### config.mk
export PLATFORM = sky130hd
export DESIGN_NAME = slot_pool_allocator_wait_queue_flat
export DESIGN_NICKNAME = d
export VERILOG_FILES = /design/src/design/spawq_pkg.sv /design/src/design/spawq_if.sv /design/src/design/slot_pool_allocator_wait_queue.sv /design/src/design/spawq_slots.sv /design/src/design/spawq_queue.sv /design/src/flat_wrapper.sv
export SDC_FILE = /design/constraint.sdc
export NUM_CORES = 1
export LEC_CHECK = 0
export ABC_AREA = 1
export CAP_MARGIN = 20
export CELL_PAD_IN_SITES_DETAIL_PLACEMENT = 1
export CELL_PAD_IN_SITES_GLOBAL_PLACEMENT = 1
export CORE_MARGIN = 5
export CORE_UTILIZATION = 45
export DETAILED_ROUTE_END_ITERATION = 16
export DONT_BUFFER_PORTS = 1
export HOLD_SLACK_MARGIN = 0.02
export PLACE_DENSITY_LB_ADDON = 0.1
export REMOVE_ABC_BUFFERS = 1
export SYNTH_ARGS = -nofsm -noshare
export SYNTH_HDL_FRONTEND = slang
export SYNTH_SLANG_ARGS = --single-unit
### constraint.sdc
create_clock -name clock -period 2.9 [get_ports clock]
set_input_delay 0.29 -clock clock [delete_from_list [all_inputs] [get_ports clock]]
set_output_delay 0.29 -clock clock [all_outputs]
set_load 0.01 [all_outputs]
### src/design/spawq_pkg.sv
// shared constants, codes and control and status structs of the slot pool allocator
`default_nettype none
package spawq_pkg;

   localparam int POOL_SLOTS    = 16;
   localparam int QUEUE_DEPTH   = 16;
   localparam int ID_BITS       = 8;
   localparam int SLOT_BITS     = $clog2(POOL_SLOTS);
   localparam int SLOT_CNT_BITS = 5;
   localparam int QIDX_BITS     = $clog2(QUEUE_DEPTH);
   localparam int QCNT_BITS     = $clog2(QUEUE_DEPTH + 1);
   localparam int KIND_BITS     = 2;
   localparam int STATUS_BITS   = 3;
   localparam int SLOT_OUT_BITS = 4;
   localparam int UNIT_OUT_BITS = 8;
   localparam logic [SLOT_CNT_BITS-1:0] SLOTS_RESET = SLOT_CNT_BITS'(16);

   typedef enum logic [KIND_BITS-1:0] {
      KIND_REQUEST  = 2'd0,
      KIND_RETURN   = 2'd1,
      KIND_DISPATCH = 2'd2,
      KIND_CLEAR    = 2'd3
   } kind_type;

   typedef enum logic [STATUS_BITS-1:0] {
      ST_GRANTED    = 3'd0,
      ST_QUEUED     = 3'd1,
      ST_DROPPED    = 3'd2,
      ST_FREED      = 3'd3,
      ST_NOT_OWNED  = 3'd4,
      ST_DISPATCHED = 3'd5,
      ST_NONE       = 3'd6,
      ST_CLEARED    = 3'd7
   } status_type;

   typedef struct packed {
      logic               grant;
      logic               release_slot;
      logic               clear_all;
      logic [ID_BITS-1:0] id;
   } slot_ctrl_type;

   typedef struct packed {
      logic                 free_any;
      logic [SLOT_BITS-1:0] free_idx;
      logic                 own_any;
      logic [SLOT_BITS-1:0] own_idx;
   } slot_stat_type;

   typedef struct packed {
      logic               push;
      logic               pop;
      logic               clear_all;
      logic [ID_BITS-1:0] push_id;
   } queue_ctrl_type;

   typedef struct packed {
      logic               empty;
      logic               full;
      logic [ID_BITS-1:0] head_id;
   } queue_stat_type;

endpackage
`default_nettype wire

### src/design/spawq_if.sv
// handshake interfaces of the request, response and register write channels
`default_nettype none
interface spawq_req_if;
   logic                                valid;
   logic                                ready;
   logic [spawq_pkg::KIND_BITS-1:0]     req_type;
   logic [spawq_pkg::ID_BITS-1:0]       unit_id;
   modport source (output valid, output req_type, output unit_id, input ready);
   modport sink   (input valid, input req_type, input unit_id, output ready);
endinterface

interface spawq_rsp_if;
   logic                                 valid;
   logic                                 ready;
   logic [spawq_pkg::STATUS_BITS-1:0]    status;
   logic [spawq_pkg::SLOT_OUT_BITS-1:0]  slot_index;
   logic [spawq_pkg::UNIT_OUT_BITS-1:0]  dispatch_unit;
   modport source (output valid, output status, output slot_index, output dispatch_unit,
                   input ready);
   modport sink   (input valid, input status, input slot_index, input dispatch_unit,
                   output ready);
endinterface

interface spawq_csr_if;
   logic                                 valid;
   logic                                 ready;
   logic [spawq_pkg::SLOT_CNT_BITS-1:0]  slots_in_use;
   modport source (output valid, output slots_in_use, input ready);
   modport sink   (input valid, input slots_in_use, output ready);
endinterface
`default_nettype wire

### src/design/slot_pool_allocator_wait_queue.sv
// top level of the slot pool allocator with its wait queue
//
//  channel    dir  handshake      payload
//  req_chan   in   valid/ready    req_type[1:0], unit_id[7:0]
//  rsp_chan   out  valid/ready    status[2:0], slot_index[3:0], dispatch_unit[7:0]
//  csr_chan   in   valid/ready    slots_in_use[4:0]
//
//  an item is latched in the input register, decoded combinationally against the
//  slot and queue state and lands in the result register, which drives the response;
//  one item per cycle sustained while the response side is ready
//  synchronous active-high reset frees all slots, empties the queue and sets
//  slots_in_use to 16; owners and queue entries are left as they are
//  a stalled response holds the input register, which then blocks the request side
`default_nettype none
module slot_pool_allocator_wait_queue (
   input  wire logic        clock,
   input  wire logic        reset,
   spawq_req_if.sink        req_chan,
   spawq_rsp_if.source      rsp_chan,
   spawq_csr_if.sink        csr_chan
);

   // input register
   logic                                 in_valid_ff;
   logic                                 in_valid_in;
   logic [spawq_pkg::KIND_BITS-1:0]      in_kind_ff;
   logic [spawq_pkg::ID_BITS-1:0]        in_id_ff;

   // result register
   logic                                 rsp_valid_ff;
   logic                                 rsp_valid_in;
   spawq_pkg::status_type                rsp_status_ff;
   spawq_pkg::status_type                rsp_status_in;
   logic [spawq_pkg::SLOT_OUT_BITS-1:0]  rsp_slot_ff;
   logic [spawq_pkg::SLOT_OUT_BITS-1:0]  rsp_slot_in;
   logic [spawq_pkg::UNIT_OUT_BITS-1:0]  rsp_unit_ff;
   logic [spawq_pkg::UNIT_OUT_BITS-1:0]  rsp_unit_in;

   logic [spawq_pkg::SLOT_CNT_BITS-1:0]  slots_ff;

   logic                                 process;
   spawq_pkg::slot_ctrl_type             slot_ctrl;
   spawq_pkg::slot_stat_type             slot_stat;
   spawq_pkg::queue_ctrl_type            queue_ctrl;
   spawq_pkg::queue_stat_type            queue_stat;

   // the held item moves on when the result register is empty or draining
   assign process        = in_valid_ff && (!rsp_valid_ff || rsp_chan.ready);
   assign req_chan.ready = !in_valid_ff || process;
   assign csr_chan.ready = 1'b1;

   spawq_slots u_slots (
      .clock        (clock),
      .reset        (reset),
      .slots_in_use (slots_ff),
      .ctrl         (slot_ctrl),
      .stat         (slot_stat)
   );

   spawq_queue u_queue (
      .clock (clock),
      .reset (reset),
      .ctrl  (queue_ctrl),
      .stat  (queue_stat)
   );

   // decode of the held item against current slot and queue state
   always_comb begin
      slot_ctrl         = '0;
      slot_ctrl.id      = in_id_ff;
      queue_ctrl        = '0;
      queue_ctrl.push_id = in_id_ff;
      rsp_status_in     = spawq_pkg::ST_NONE;
      rsp_slot_in       = '0;
      rsp_unit_in       = '0;
      case (spawq_pkg::kind_type'(in_kind_ff))
         spawq_pkg::KIND_REQUEST: begin
            if (slot_stat.free_any) begin
               slot_ctrl.grant = process;
               rsp_status_in   = spawq_pkg::ST_GRANTED;
               rsp_slot_in     = spawq_pkg::SLOT_OUT_BITS'(slot_stat.free_idx);
            end else if (!queue_stat.full) begin
               queue_ctrl.push = process;
               rsp_status_in   = spawq_pkg::ST_QUEUED;
            end else begin
               rsp_status_in   = spawq_pkg::ST_DROPPED;
            end
         end
         spawq_pkg::KIND_RETURN: begin
            if (slot_stat.own_any) begin
               slot_ctrl.release_slot = process;
               rsp_status_in          = spawq_pkg::ST_FREED;
               rsp_slot_in            = spawq_pkg::SLOT_OUT_BITS'(slot_stat.own_idx);
            end else begin
               rsp_status_in          = spawq_pkg::ST_NOT_OWNED;
            end
         end
         spawq_pkg::KIND_DISPATCH: begin
            // pops only, no slot is taken
            if (slot_stat.free_any && !queue_stat.empty) begin
               queue_ctrl.pop = process;
               rsp_status_in  = spawq_pkg::ST_DISPATCHED;
               rsp_unit_in    = spawq_pkg::UNIT_OUT_BITS'(queue_stat.head_id);
            end else begin
               rsp_status_in  = spawq_pkg::ST_NONE;
            end
         end
         spawq_pkg::KIND_CLEAR: begin
            slot_ctrl.clear_all  = process;
            queue_ctrl.clear_all = process;
            rsp_status_in        = spawq_pkg::ST_CLEARED;
         end
         default: begin
            rsp_status_in = spawq_pkg::ST_NONE;
         end
      endcase
   end

   always_comb begin
      in_valid_in = in_valid_ff;
      if (req_chan.valid && req_chan.ready) begin
         in_valid_in = 1'b1;
      end else if (process) begin
         in_valid_in = 1'b0;
      end
      rsp_valid_in = rsp_valid_ff;
      if (process) begin
         rsp_valid_in = 1'b1;
      end else if (rsp_chan.ready) begin
         rsp_valid_in = 1'b0;
      end
   end

   // control state
   always_ff @(posedge clock) begin
      if (reset) begin
         in_valid_ff  <= 1'b0;
         rsp_valid_ff <= 1'b0;
         slots_ff     <= spawq_pkg::SLOTS_RESET;
      end else begin
         in_valid_ff  <= in_valid_in;
         rsp_valid_ff <= rsp_valid_in;
         if (csr_chan.valid && csr_chan.ready) begin
            slots_ff <= csr_chan.slots_in_use;
         end
      end
   end

   // payload registers
   always_ff @(posedge clock) begin
      if (req_chan.valid && req_chan.ready) begin
         in_kind_ff <= req_chan.req_type;
         in_id_ff   <= req_chan.unit_id;
      end
      if (process) begin
         rsp_status_ff <= rsp_status_in;
         rsp_slot_ff   <= rsp_slot_in;
         rsp_unit_ff   <= rsp_unit_in;
      end
   end

   assign rsp_chan.valid         = rsp_valid_ff;
   assign rsp_chan.status        = rsp_status_ff;
   assign rsp_chan.slot_index    = rsp_slot_ff;
   assign rsp_chan.dispatch_unit = rsp_unit_ff;

endmodule
`default_nettype wire

### src/design/spawq_slots.sv
// slot busy bits and owners with lowest-free and lowest-owned priority encoders
`default_nettype none
module spawq_slots (
   input  wire logic                                clock,
   input  wire logic                                reset,
   input  wire logic [spawq_pkg::SLOT_CNT_BITS-1:0] slots_in_use,
   input  wire spawq_pkg::slot_ctrl_type            ctrl,
   output spawq_pkg::slot_stat_type                 stat
);

   logic [spawq_pkg::POOL_SLOTS-1:0] busy_ff;
   logic [spawq_pkg::POOL_SLOTS-1:0] busy_in;
   logic [spawq_pkg::ID_BITS-1:0]    owner_ff [spawq_pkg::POOL_SLOTS];
   logic [spawq_pkg::POOL_SLOTS-1:0] free_mask;
   logic [spawq_pkg::POOL_SLOTS-1:0] own_mask;

   always_comb begin
      for (int i = 0; i < spawq_pkg::POOL_SLOTS; i++) begin
         free_mask[i] = !busy_ff[i] &&
                        (spawq_pkg::SLOT_CNT_BITS'(i) < slots_in_use);
         own_mask[i]  = busy_ff[i] && (owner_ff[i] == ctrl.id);
      end
   end

   // lowest set bit wins
   always_comb begin
      stat = '0;
      stat.free_any = |free_mask;
      stat.own_any  = |own_mask;
      for (int i = spawq_pkg::POOL_SLOTS - 1; i >= 0; i--) begin
         if (free_mask[i]) begin
            stat.free_idx = spawq_pkg::SLOT_BITS'(i);
         end
         if (own_mask[i]) begin
            stat.own_idx = spawq_pkg::SLOT_BITS'(i);
         end
      end
   end

   always_comb begin
      busy_in = busy_ff;
      if (ctrl.clear_all) begin
         busy_in = '0;
      end else if (ctrl.grant) begin
         busy_in[stat.free_idx] = 1'b1;
      end else if (ctrl.release_slot) begin
         busy_in[stat.own_idx] = 1'b0;
      end
   end

   always_ff @(posedge clock) begin
      if (reset) begin
         busy_ff <= '0;
      end else begin
         busy_ff <= busy_in;
      end
   end

   always_ff @(posedge clock) begin
      if (ctrl.grant && !ctrl.clear_all) begin
         owner_ff[stat.free_idx] <= ctrl.id;
      end
   end

endmodule
`default_nettype wire

### src/design/spawq_queue.sv
// circular wait queue of requester ids
`default_nettype none
module spawq_queue (
   input  wire logic                      clock,
   input  wire logic                      reset,
   input  wire spawq_pkg::queue_ctrl_type ctrl,
   output spawq_pkg::queue_stat_type      stat
);

   logic [spawq_pkg::ID_BITS-1:0]   entry_ff [spawq_pkg::QUEUE_DEPTH];
   logic [spawq_pkg::QIDX_BITS-1:0] head_ff;
   logic [spawq_pkg::QIDX_BITS-1:0] head_in;
   logic [spawq_pkg::QCNT_BITS-1:0] count_ff;
   logic [spawq_pkg::QCNT_BITS-1:0] count_in;
   logic [spawq_pkg::QCNT_BITS:0]   tail_sum;
   logic [spawq_pkg::QIDX_BITS-1:0] tail_idx;

   // head plus count, wrapped once
   always_comb begin
      tail_sum = (spawq_pkg::QCNT_BITS + 1)'(head_ff) + (spawq_pkg::QCNT_BITS + 1)'(count_ff);
      if (tail_sum >= (spawq_pkg::QCNT_BITS + 1)'(spawq_pkg::QUEUE_DEPTH)) begin
         tail_sum = tail_sum - (spawq_pkg::QCNT_BITS + 1)'(spawq_pkg::QUEUE_DEPTH);
      end
      tail_idx = tail_sum[spawq_pkg::QIDX_BITS-1:0];
   end

   assign stat.empty   = (count_ff == '0);
   assign stat.full    = (count_ff == spawq_pkg::QCNT_BITS'(spawq_pkg::QUEUE_DEPTH));
   assign stat.head_id = entry_ff[head_ff];

   always_comb begin
      head_in  = head_ff;
      count_in = count_ff;
      if (ctrl.clear_all) begin
         head_in  = '0;
         count_in = '0;
      end else if (ctrl.push) begin
         count_in = count_ff + spawq_pkg::QCNT_BITS'(1);
      end else if (ctrl.pop) begin
         count_in = count_ff - spawq_pkg::QCNT_BITS'(1);
         if (head_ff == spawq_pkg::QIDX_BITS'(spawq_pkg::QUEUE_DEPTH - 1)) begin
            head_in = '0;
         end else begin
            head_in = head_ff + spawq_pkg::QIDX_BITS'(1);
         end
      end
   end

   always_ff @(posedge clock) begin
      if (reset) begin
         head_ff  <= '0;
         count_ff <= '0;
      end else begin
         head_ff  <= head_in;
         count_ff <= count_in;
      end
   end

   always_ff @(posedge clock) begin
      if (ctrl.push && !ctrl.clear_all) begin
         entry_ff[tail_idx] <= ctrl.push_id;
      end
   end

endmodule
`default_nettype wire
### src/flat_wrapper.sv
// flat-port wrapper written by rule: the top's interface ports become plain ports
module slot_pool_allocator_wait_queue_flat 
  (clock, reset, req_chan_valid, req_chan_req_type, req_chan_unit_id, req_chan_ready, rsp_chan_valid, rsp_chan_status, rsp_chan_slot_index, rsp_chan_dispatch_unit, rsp_chan_ready, csr_chan_valid, csr_chan_slots_in_use, csr_chan_ready);
  spawq_req_if req_chan_i ();
  spawq_rsp_if rsp_chan_i ();
  spawq_csr_if csr_chan_i ();
  input  wire logic clock;
  input  wire logic reset;
  input wire logic [$bits(req_chan_i.valid)-1:0] req_chan_valid;
  input wire logic [$bits(req_chan_i.req_type)-1:0] req_chan_req_type;
  input wire logic [$bits(req_chan_i.unit_id)-1:0] req_chan_unit_id;
  output wire logic [$bits(req_chan_i.ready)-1:0] req_chan_ready;
  output wire logic [$bits(rsp_chan_i.valid)-1:0] rsp_chan_valid;
  output wire logic [$bits(rsp_chan_i.status)-1:0] rsp_chan_status;
  output wire logic [$bits(rsp_chan_i.slot_index)-1:0] rsp_chan_slot_index;
  output wire logic [$bits(rsp_chan_i.dispatch_unit)-1:0] rsp_chan_dispatch_unit;
  input wire logic [$bits(rsp_chan_i.ready)-1:0] rsp_chan_ready;
  input wire logic [$bits(csr_chan_i.valid)-1:0] csr_chan_valid;
  input wire logic [$bits(csr_chan_i.slots_in_use)-1:0] csr_chan_slots_in_use;
  output wire logic [$bits(csr_chan_i.ready)-1:0] csr_chan_ready;
  assign req_chan_i.valid = req_chan_valid;
  assign req_chan_i.req_type = req_chan_req_type;
  assign req_chan_i.unit_id = req_chan_unit_id;
  assign req_chan_ready = req_chan_i.ready;
  assign rsp_chan_valid = rsp_chan_i.valid;
  assign rsp_chan_status = rsp_chan_i.status;
  assign rsp_chan_slot_index = rsp_chan_i.slot_index;
  assign rsp_chan_dispatch_unit = rsp_chan_i.dispatch_unit;
  assign rsp_chan_i.ready = rsp_chan_ready;
  assign csr_chan_i.valid = csr_chan_valid;
  assign csr_chan_i.slots_in_use = csr_chan_slots_in_use;
  assign csr_chan_ready = csr_chan_i.ready;
  slot_pool_allocator_wait_queue u_core (.clock(clock), .reset(reset), .req_chan(req_chan_i), .rsp_chan(rsp_chan_i), .csr_chan(csr_chan_i));
endmodule
==> summary.md, run 1 <==
| Metric | Value |
|---|---|
| CTS buffer count | `35` |
| Min-delay src | `csr_chan_valid` |
| Critical Path Fanout Max | `4` |
| Commonest non-fill, non-tap cell in the layout | `edfxtp_1` |
| Clock sink count | `313` |
| GR Overflow Total | `0` |
| Post-layout nets | `1392` |
| All-Layer GR Usage | `0.2205` |
| Final Instance Count excl. Fillers | `1785` |
| Slew Limit Fails | `0` |
| Mapped Area | `around 14000 sq um` |
| Synth Area per Inst | `11.09 sq um` |
| Dpl hpwl | `26460 microns` |
| Synthesis-to-finish area growth | `17.83%` |
| Startpoint types | `register` |
| Worst Path Buf+Inv | `2` |
| Worst setup margin | `around 120 ps` |
| Unrepaired setup endpoints after global routing | `yes` |
| Critical Path AT | `3210 ps` |
| DRC violations left | `0` |
| Post-detailed-routing wire length | `39920 microns` |
| Warnings, synthesis | `0` |
| Global-route wire length before repair | `60030 microns` |
| Post-Syn Instances | `1263` |
| # setup viols final | `0` |
| Port bufs | `0` |
| Vias per cell | `5.444` |
| Clock transition at path regs | `60 ps` |
| Dpl cells | `1691` |
| Critical path type | `register to register` |
| Row count | `64` |
| Hold path cells | `2` |
| Clk_skew | `22.05 ps` |
| First-pass DRT Iterations | `5` |
| Post-route clock period utilization | `0.9583` |
| Max_cap viols | `0` |
| Clk Latency, worst-skew pair | `around 520 ps` |
| Fin. Hold Viols | `0` |
| CP top delay family | `simple AND/OR/NAND/NOR gates` |
| Slew headroom | `0.5276` |
| Highest Clock Rate | `0.3598 GHz` |
| Worst slack, placed | `15.59 ps` |
| Worst r2r dst | `u_core.u_queue.count_ff[4]` |
| Initial detailed-routing violation count | `about 650` |
| Number of distinct library cells after synthesis | `50` |
| FILL cells | `3227` |
| Number of global-route vias before repair | `just over 10k` |
| Max stage delay cell, worst path | `fa_2` |
| Worst Setup End Kind | `register` |
| Worst r2r path cells | `19` |
| Critical Path Max Stage Delay | `340 ps` |
| Global placement routability congestion | `roughly 0.82` |
| Sequential Area | `a little over 9000 sq um` |
| R2R Path Start | `u_core.slots_ff[4]` |
| CP cell instances | `nor2_4 > inv_2 > or2_4 > o211ai_2 > nand2_2 > nor2_4 > nand2_2 > nor2_4 > nand3_2 > nor2_4 > inv_2 > fa_2 > nand2_1 > nand2_1 > a21oi_2 > nand2_1 > o21ai_2 > o21ai_1 > a21oi_1` |
| P per Cell Area | `602.9 nW/um^2` |
| Worst vdd ir | `0.0005491 V` |
| Vias | `9718` |
| Hold Path Class | `primary input to register` |
| Io pins | `38` |
| Setup TNS | `0 ps` |
| Pin count of the biggest net entering global routing | `69` |
| Die height | `186.4 microns` |
| Antenna Nets Post-Route | `0` |
| Most frequent CP cell | `nor2_4` |
| Die width | `186.4 microns` |
| Wire per inst | `22.36 microns` |
| Initial antenna violation count | `1` |
| Final Critical Period | `~2800 ps` |
| Most frequent cells in the layout | `edfxtp_1, nand2_1, nor2_1, inv_1, o21ai_0` |
| Status | `finished, final reports clean` |
| Die area | `34760 sq um` |
| Yosys reg bits | `~310` |
| Longest Clk Path Bufs | `3` |
| Starting Density | `0.4568` |
| Crit path required time | `3330 ps` |
| Share of cells above drive strength 1 | `0.1664` |
| Core Area | `30670 sq um` |
| Hold EP | `u_core.slots_ff[2]` |
| Root Buffer | `clkbuf_16` |
| FF-to-FF setup slack | `120 ps` |
| CTS tree | `yes` |
| H-tree depth | `2` |
| Post-synthesis sequential area ratio | `0.6481` |
| Worst slew pin tran | `707.8 ps` |
| Multi-input logic area | `4253 sq um` |
| Leak | `6.155 nW` |
## worst reg2reg max path, cell delays in order, from the launching register on
cell and delay, ps:
dfxtp_2 330, nor2_4 130, inv_2 50, or2_4 230, o211ai_2 210, nand2_2 110, nor2_4 100, nand2_2 80
nor2_4 100, nand3_2 100, nor2_4 160, inv_2 80, fa_2 340, nand2_1 80, nand2_1 60, a21oi_2 170
nand2_1 80, o21ai_2 80, o21ai_1 80, a21oi_1 150
## how the worst max path moves through the flow
stage                     cells past startpoint                                to  slack, ps                 startpoint
after floorplan                               7  u_core.rsp_chan.dispatch_unit[4]       -440  u_core.u_queue.head_ff[0]
after global placement                       16    u_core.u_queue.entry_ff[15][2]        110         u_core.slots_ff[3]
after detailed placement                     16    u_core.u_queue.entry_ff[14][1]         20         u_core.slots_ff[3]
after CTS                                    16    u_core.u_queue.entry_ff[14][1]         20         u_core.slots_ff[3]
after global routing                         19        u_core.u_queue.count_ff[4]        -70         u_core.slots_ff[4]
final                                        19        u_core.u_queue.count_ff[4]        120         u_core.slots_ff[4]
## repair_timing
action | 4_1_cts | 5_1_grt
endpoints found under the hold margin | 15 | 0
hold buffers | 18 | 0
endpoints found under the setup margin | 0 | 157
gates resized for setup | 0 | 34
setup buffers | 0 | 10
## stage by stage
step | hold WS, ps | util | total power, mW | instance area, sq um
global placement | 360.2 | 0.4863 | 5.456 | 14920
CTS | 22.13 | 0.5300 | 10.00 | 16250
global route | 44.52 | 0.5381 | 10.29 | 16500
detailed placement | 362.8 | 0.4863 | 5.464 | 14920
floorplan | 359.1 | - | 5.269 | 13730
finish | 29.55 | 0.5382 | 9.952 | 16510
## power by group
group	switching, mW	internal [mW]	total [mW]	leakage [nW]
Sequential	0.0313	4.94	4.97	2.80
Combinational	0.299	0.159	0.458	2.79
Clock	1.79	2.73	4.52	0.564
## flip-flops by register name, indices dropped and copies added (netlist names), 5 cells and up
register and cells:
u_core.u_queue.entry_ff 128, u_core.slots_ff 5, u_core.u_slots.busy_ff 16, u_core.in_id_ff 8, u_core.rsp_chan.dispatch_unit 8, u_core.u_queue.count_ff 5, u_core.u_slots.owner_ff 128
## synth_stat cells (all sizes together)
| cell | n | area [sq um] |
|---|---|---|
| o22ai | 30 | 187.7 |
| o32ai | 1 | 8.760 |
| conb | 1 | 3.750 |
| xnor2 | 30 | 262.8 |
| nor3b | 3 | 27.52 |
| a31o | 1 | 8.760 |
| edfxtp | 281 | 8438 |
| clkbuf | 22 | 82.58 |
| buf | 21 | 195.2 |
| a21oi | 29 | 145.1 |
| nor4 | 15 | 112.6 |
| a22o | 1 | 8.760 |
| nor3 | 14 | 115.1 |
| fa | 2 | 40.04 |
| o211ai | 2 | 20.02 |
| inv | 122 | 462.9 |
| or2 | 12 | 75.07 |
| nand4 | 9 | 56.30 |
| o21ai | 110 | 558.0 |
| a211oi | 3 | 22.52 |
| o2111ai | 1 | 8.760 |
| a221oi | 3 | 26.28 |
| nand3 | 62 | 330.3 |
| nand2 | 203 | 812.0 |
| nor2 | 184 | 765.7 |
| xor2 | 36 | 315.3 |
| clkinv | 2 | 7.510 |
| a31oi | 10 | 62.56 |
| ha | 7 | 87.58 |
| o221ai | 12 | 105.1 |
| o21bai | 2 | 15.01 |
| dfxtp | 32 | 640.6 |
## final cells by class
| class | count | area share |
|---|---|---|
| inverter | 124 | 0.02972 |
| sequential | 313 | 0.5503 |
| multi-input combinational | 783 | 0.2577 |
| tap | 396 | 0.03002 |
| antenna | 1 | 0.0001516 |
| timing repair buffer | 106 | 0.06193 |
| clock buffer | 45 | 0.05655 |
| clock inverter | 17 | 0.01364 |
## cells by family after synthesis
| kind of cell | Yosys count | share of synthesized area |
|---|---|---|
| buffers and inverters | 167 | 0.05341 |
| flip-flops | 313 | 0.6481 |
| adder cells (fa/ha/maj) | 9 | 0.009110 |
| AO/OA/AOI/OAI | 205 | 0.08405 |
| XOR/XNOR | 66 | 0.04126 |
| AND/OR/NAND/NOR | 502 | 0.1638 |
| other | 1 | 0.0002677 |
## per-layer routing
metal  wire [microns]  share of wire  vias up  GRT usage
li1                 -              -     4589          -
met1            16560           0.41     4877     0.2731
met2            20700           0.52      176     0.4013
met3             1463          0.037       72    0.03046
met4             1128          0.028        4    0.06296
met5               64         0.0016        -    0.01099
No activity file was read; power rests on OpenSTA's default activity.
==> run 2, diff against run 1 <==
Settings changed: CORE_UTILIZATION 45 to 40, CTS_BUF_LIST set to sky130_fd_sc_hd__clkbuf_8.
==> run 2 against run 1 <==
Compared with the run above:
- die area increased by 12%
- sequential power about the same
- hold slack improved by 270 ps
- critical path depth unchanged
- global-route usage decreased by 1.9 points
- setup slack improved by 11 ps
- clock skew increased by 3.6 ps
- cell count increased by 7.5%
- first-iteration DRC count decreased by 16%
- total power decreased by 6.0%
- highest routed layer is now met4
==> summary.md, run 2 (same netlist as run 1, synthesis figures left out) <==
| Metric | Value |
|---|---|
| Status | `finished, final reports clean` |
| P per Cell Area | `556.3 nW/um^2 (-7.7%)` |
| Critical path depth | `19 (unchanged)` |
| Worst Path Buf+Inv | `2 (unchanged)` |
| Die area | `38860 sq um (+12%)` |
| Power consumption | `9.358 mW (-6.0%)` |
| Die height | `197.1 microns (+5.7%)` |
| Io pins | `38 (unchanged)` |
| Multi-input logic area | `4318 sq um (+1.5%)` |
| Row count | `68 (+6.3%)` |
| All-Layer GR Usage | `0.2011 (-0.01933)` |
| Critical Path AT | `3320 ps (+110 ps)` |
| Part of the power in the clock network | `0.418 (-0.037)` |
| Dpl cells | `1778 (+5.1%)` |
| GR Overflow Total | `0 (unchanged)` |
| Worst r2r path cells | `19 (unchanged)` |
| Worst Setup End Kind | `register` |
| Ant diodes | `0 (-1)` |
| Commonest non-fill, non-tap cell in the layout | `edfxtp_1` |
| Number of global-route vias before repair | `10.36k (+1.1%)` |
| Sequential Area | `9082 sq um (about the same)` |
| Vias | `9836 (+1.2%)` |
| Max_cap viols | `0 (unchanged)` |
| Most frequent cells in the layout | `edfxtp_1, nand2_1, nor2_1, inv_1, buf_4` |
| Critical Path Fanout Max | `4 (unchanged)` |
| Post-detailed-routing wire length | `40070 microns (+0.38%)` |
| Pin count of the biggest net entering global routing | `68 (-1.4%)` |
| Synthesis-to-finish area growth | `20.08%` |
| Critical path type | `register to register` |
| Leak | `6.402 nW (+4.0%)` |
| Starting Density | `0.4055 (-0.05122)` |
| Crit path required time | `3460 ps (+130 ps)` |
| H-tree depth | `2 (unchanged)` |
| Net load switching power | `2.164 mW (+2.0%)` |
| Max stage delay cell, worst path | `dfxtp_2` |
| Global-route wire length before repair | `60020 microns (about the same)` |
| Clock transition at path regs | `60 ps (about the same)` |
| Final Critical Period | `2768 ps (-10.82 ps)` |
| Initial antenna violation count | `0 (-1)` |
| Antenna Nets Post-Route | `0 (unchanged)` |
| Hold Path Class | `primary input to register` |
| Worst vdd ir | `0.0003667 V (-33%)` |
| Slew Limit Fails | `0 (unchanged)` |
| CTS buffer count | `55 (+57%)` |
| Global placement routability congestion | `0.8545 (+3.9%)` |
| Port bufs | `0 (unchanged)` |
| Post-layout nets | `1449 (+4.1%)` |
| Share of cells above drive strength 1 | `0.2070 (+0.04054)` |
| CP top delay family | `simple AND/OR/NAND/NOR gates` |
| Longest Clk Path Bufs | `3 (unchanged)` |
| First-pass DRT Iterations | `4 (-1)` |
| Sw frac | `0.2312 (+0.01816)` |
| Dpl hpwl | `26670 microns (+0.80%)` |
| FILL cells | `3765 (+17%)` |
| Gate power share | `0.051 (+0.005)` |
| Final Instance Count excl. Fillers | `1919 (+7.5%)` |
| Wire per inst | `20.88 microns (-6.6%)` |
| DRC violations left | `0 (unchanged)` |
| Slew headroom | `0.5039 (-0.02368)` |
| # setup viols final | `0 (unchanged)` |
| Core Area | `34540 sq um (+13%)` |
| Startpoint types | `register` |
| Final core occ | `0.4870 (-0.05123)` |
| Critical Path Max Stage Delay | `340 ps (about the same)` |
| Clk_skew | `25.69 ps (+3.639 ps)` |
| CTS tree | `yes` |
| Sequential power share | `0.531 (+0.032)` |
| Internal | `7.194 mW (-8.1%)` |
| Post-route clock period utilization | `0.9546 (-0.003732)` |
| Initial detailed-routing violation count | `541 (-16%)` |
| Clk Latency, worst-skew pair | `630 ps (+110 ps)` |
| CP cell instances | `nor2_4 > inv_2 > or2_1 > o211ai_2 > nand2_2 > nor2_4 > nand2_2 > nor2_4 > nand3_1 > nor2_2 > inv_2 > ha_1 > nand2_1 > nand2_1 > a21oi_2 > nand2_1 > o21ai_1 > o21ai_1 > a21oi_1` |
| Top flop regs | `u_core.u_queue.entry_ff x128, u_core.u_slots.owner_ff x128, u_core.u_slots.busy_ff x16` |
| Fin. Hold Viols | `0 (unchanged)` |
| Worst slew pin tran | `743.3 ps (+35.47 ps)` |
| Vias per cell | `5.126 (-5.9%)` |
| Highest Clock Rate | `0.3612 GHz (+0.39%)` |
| Die width | `197.1 microns (+5.7%)` |
| Clock sink count | `313 (unchanged)` |
| Root Buffer | `clkbuf_8` |
| Unrepaired setup endpoints after global routing | `yes` |
| Hold path cells | `1 (-1)` |
==> run 2: cell types whose count changed in the layout (fill, tap and decap cells not counted), moves of 8 or more <==
cell	previous run	this run
buf_6	1	12
clkbuf_16	38	1
buf_4	74	98
clkbuf_8	2	60
inv_1	104	126
clkbuf_1	8	0
==> run 2: what timing repair did <==
item	in CTS	in global routing
endpoints found under the setup margin	0	198
resized for setup	0	70
buffers inserted	0	17
hold buffers	22	0
hold endpoints to repair	17	0
==> run 2: cell type report <==
cell class / instances / share of cell area
tap: 455 / 0.03384
inverter: 124 / 0.02893
multi-input combinational: 783 / 0.2567
clock inverter: 41 / 0.01354
sequential: 313 / 0.5399
clock buffer: 60 / 0.04909
timing repair buffer: 143 / 0.07795
==> run 2: metal layers <==
layer | vias up | track usage | wire [microns]
li1 | 4704 | - | -
met1 | 4927 | 0.2459 | 16830
met2 | 138 | 0.3644 | 20930
met3 | 67 | 0.03752 | 1295
met4 | 0 | 0.05675 | 1008
met5 | - | 0 | 0
==> run 2: path summary, 6_finish.rpt <==
path	slack [ps]	to	from
setup / recovery	130	u_core.u_queue.count_ff[4]	u_core.slots_ff[3]
hold / removal	300	u_core.in_id_ff[6]	req_chan_unit_id[6]
setup reg to reg	130	u_core.u_queue.count_ff[4]	u_core.slots_ff[3]
hold reg to reg	510	u_core.u_queue.count_ff[4]	u_core.u_queue.count_ff[4]
==> run 2: power groups by stage <==
stage | Sequential [mW] | Clock [mW] | Combinational (mW)
global placement | 5.06 | 0 | 0.397
global route | 4.97 | 4.25 | 0.517
detailed placement | 5.06 | 0 | 0.407
finish | 4.97 | 3.91 | 0.475
floorplan | 5.10 | 0 | 0.167
CTS | 4.97 | 4.04 | 0.435
==> run 2: through the flow <==
| step | TNS (ps) | hold WS (ps) | area (sq um) | setup WS [ps] |
|---|---|---|---|---|
| 4_1_cts | 0 | 243.8 | 16420 | 1.576 |
| 5_1_grt | -288.3 | 242.2 | 16820 | -87.92 |
| 3_5_place_dp | 0 | 365.2 | 15150 | 23.69 |
| 2_1_floorplan | -7780 | 359.1 | 13730 | -437.7 |
| 6_report | 0 | 297.5 | 16820 | 131.8 |
| 3_3_place_gp | 0 | 360.8 | 15150 | 111.2 |
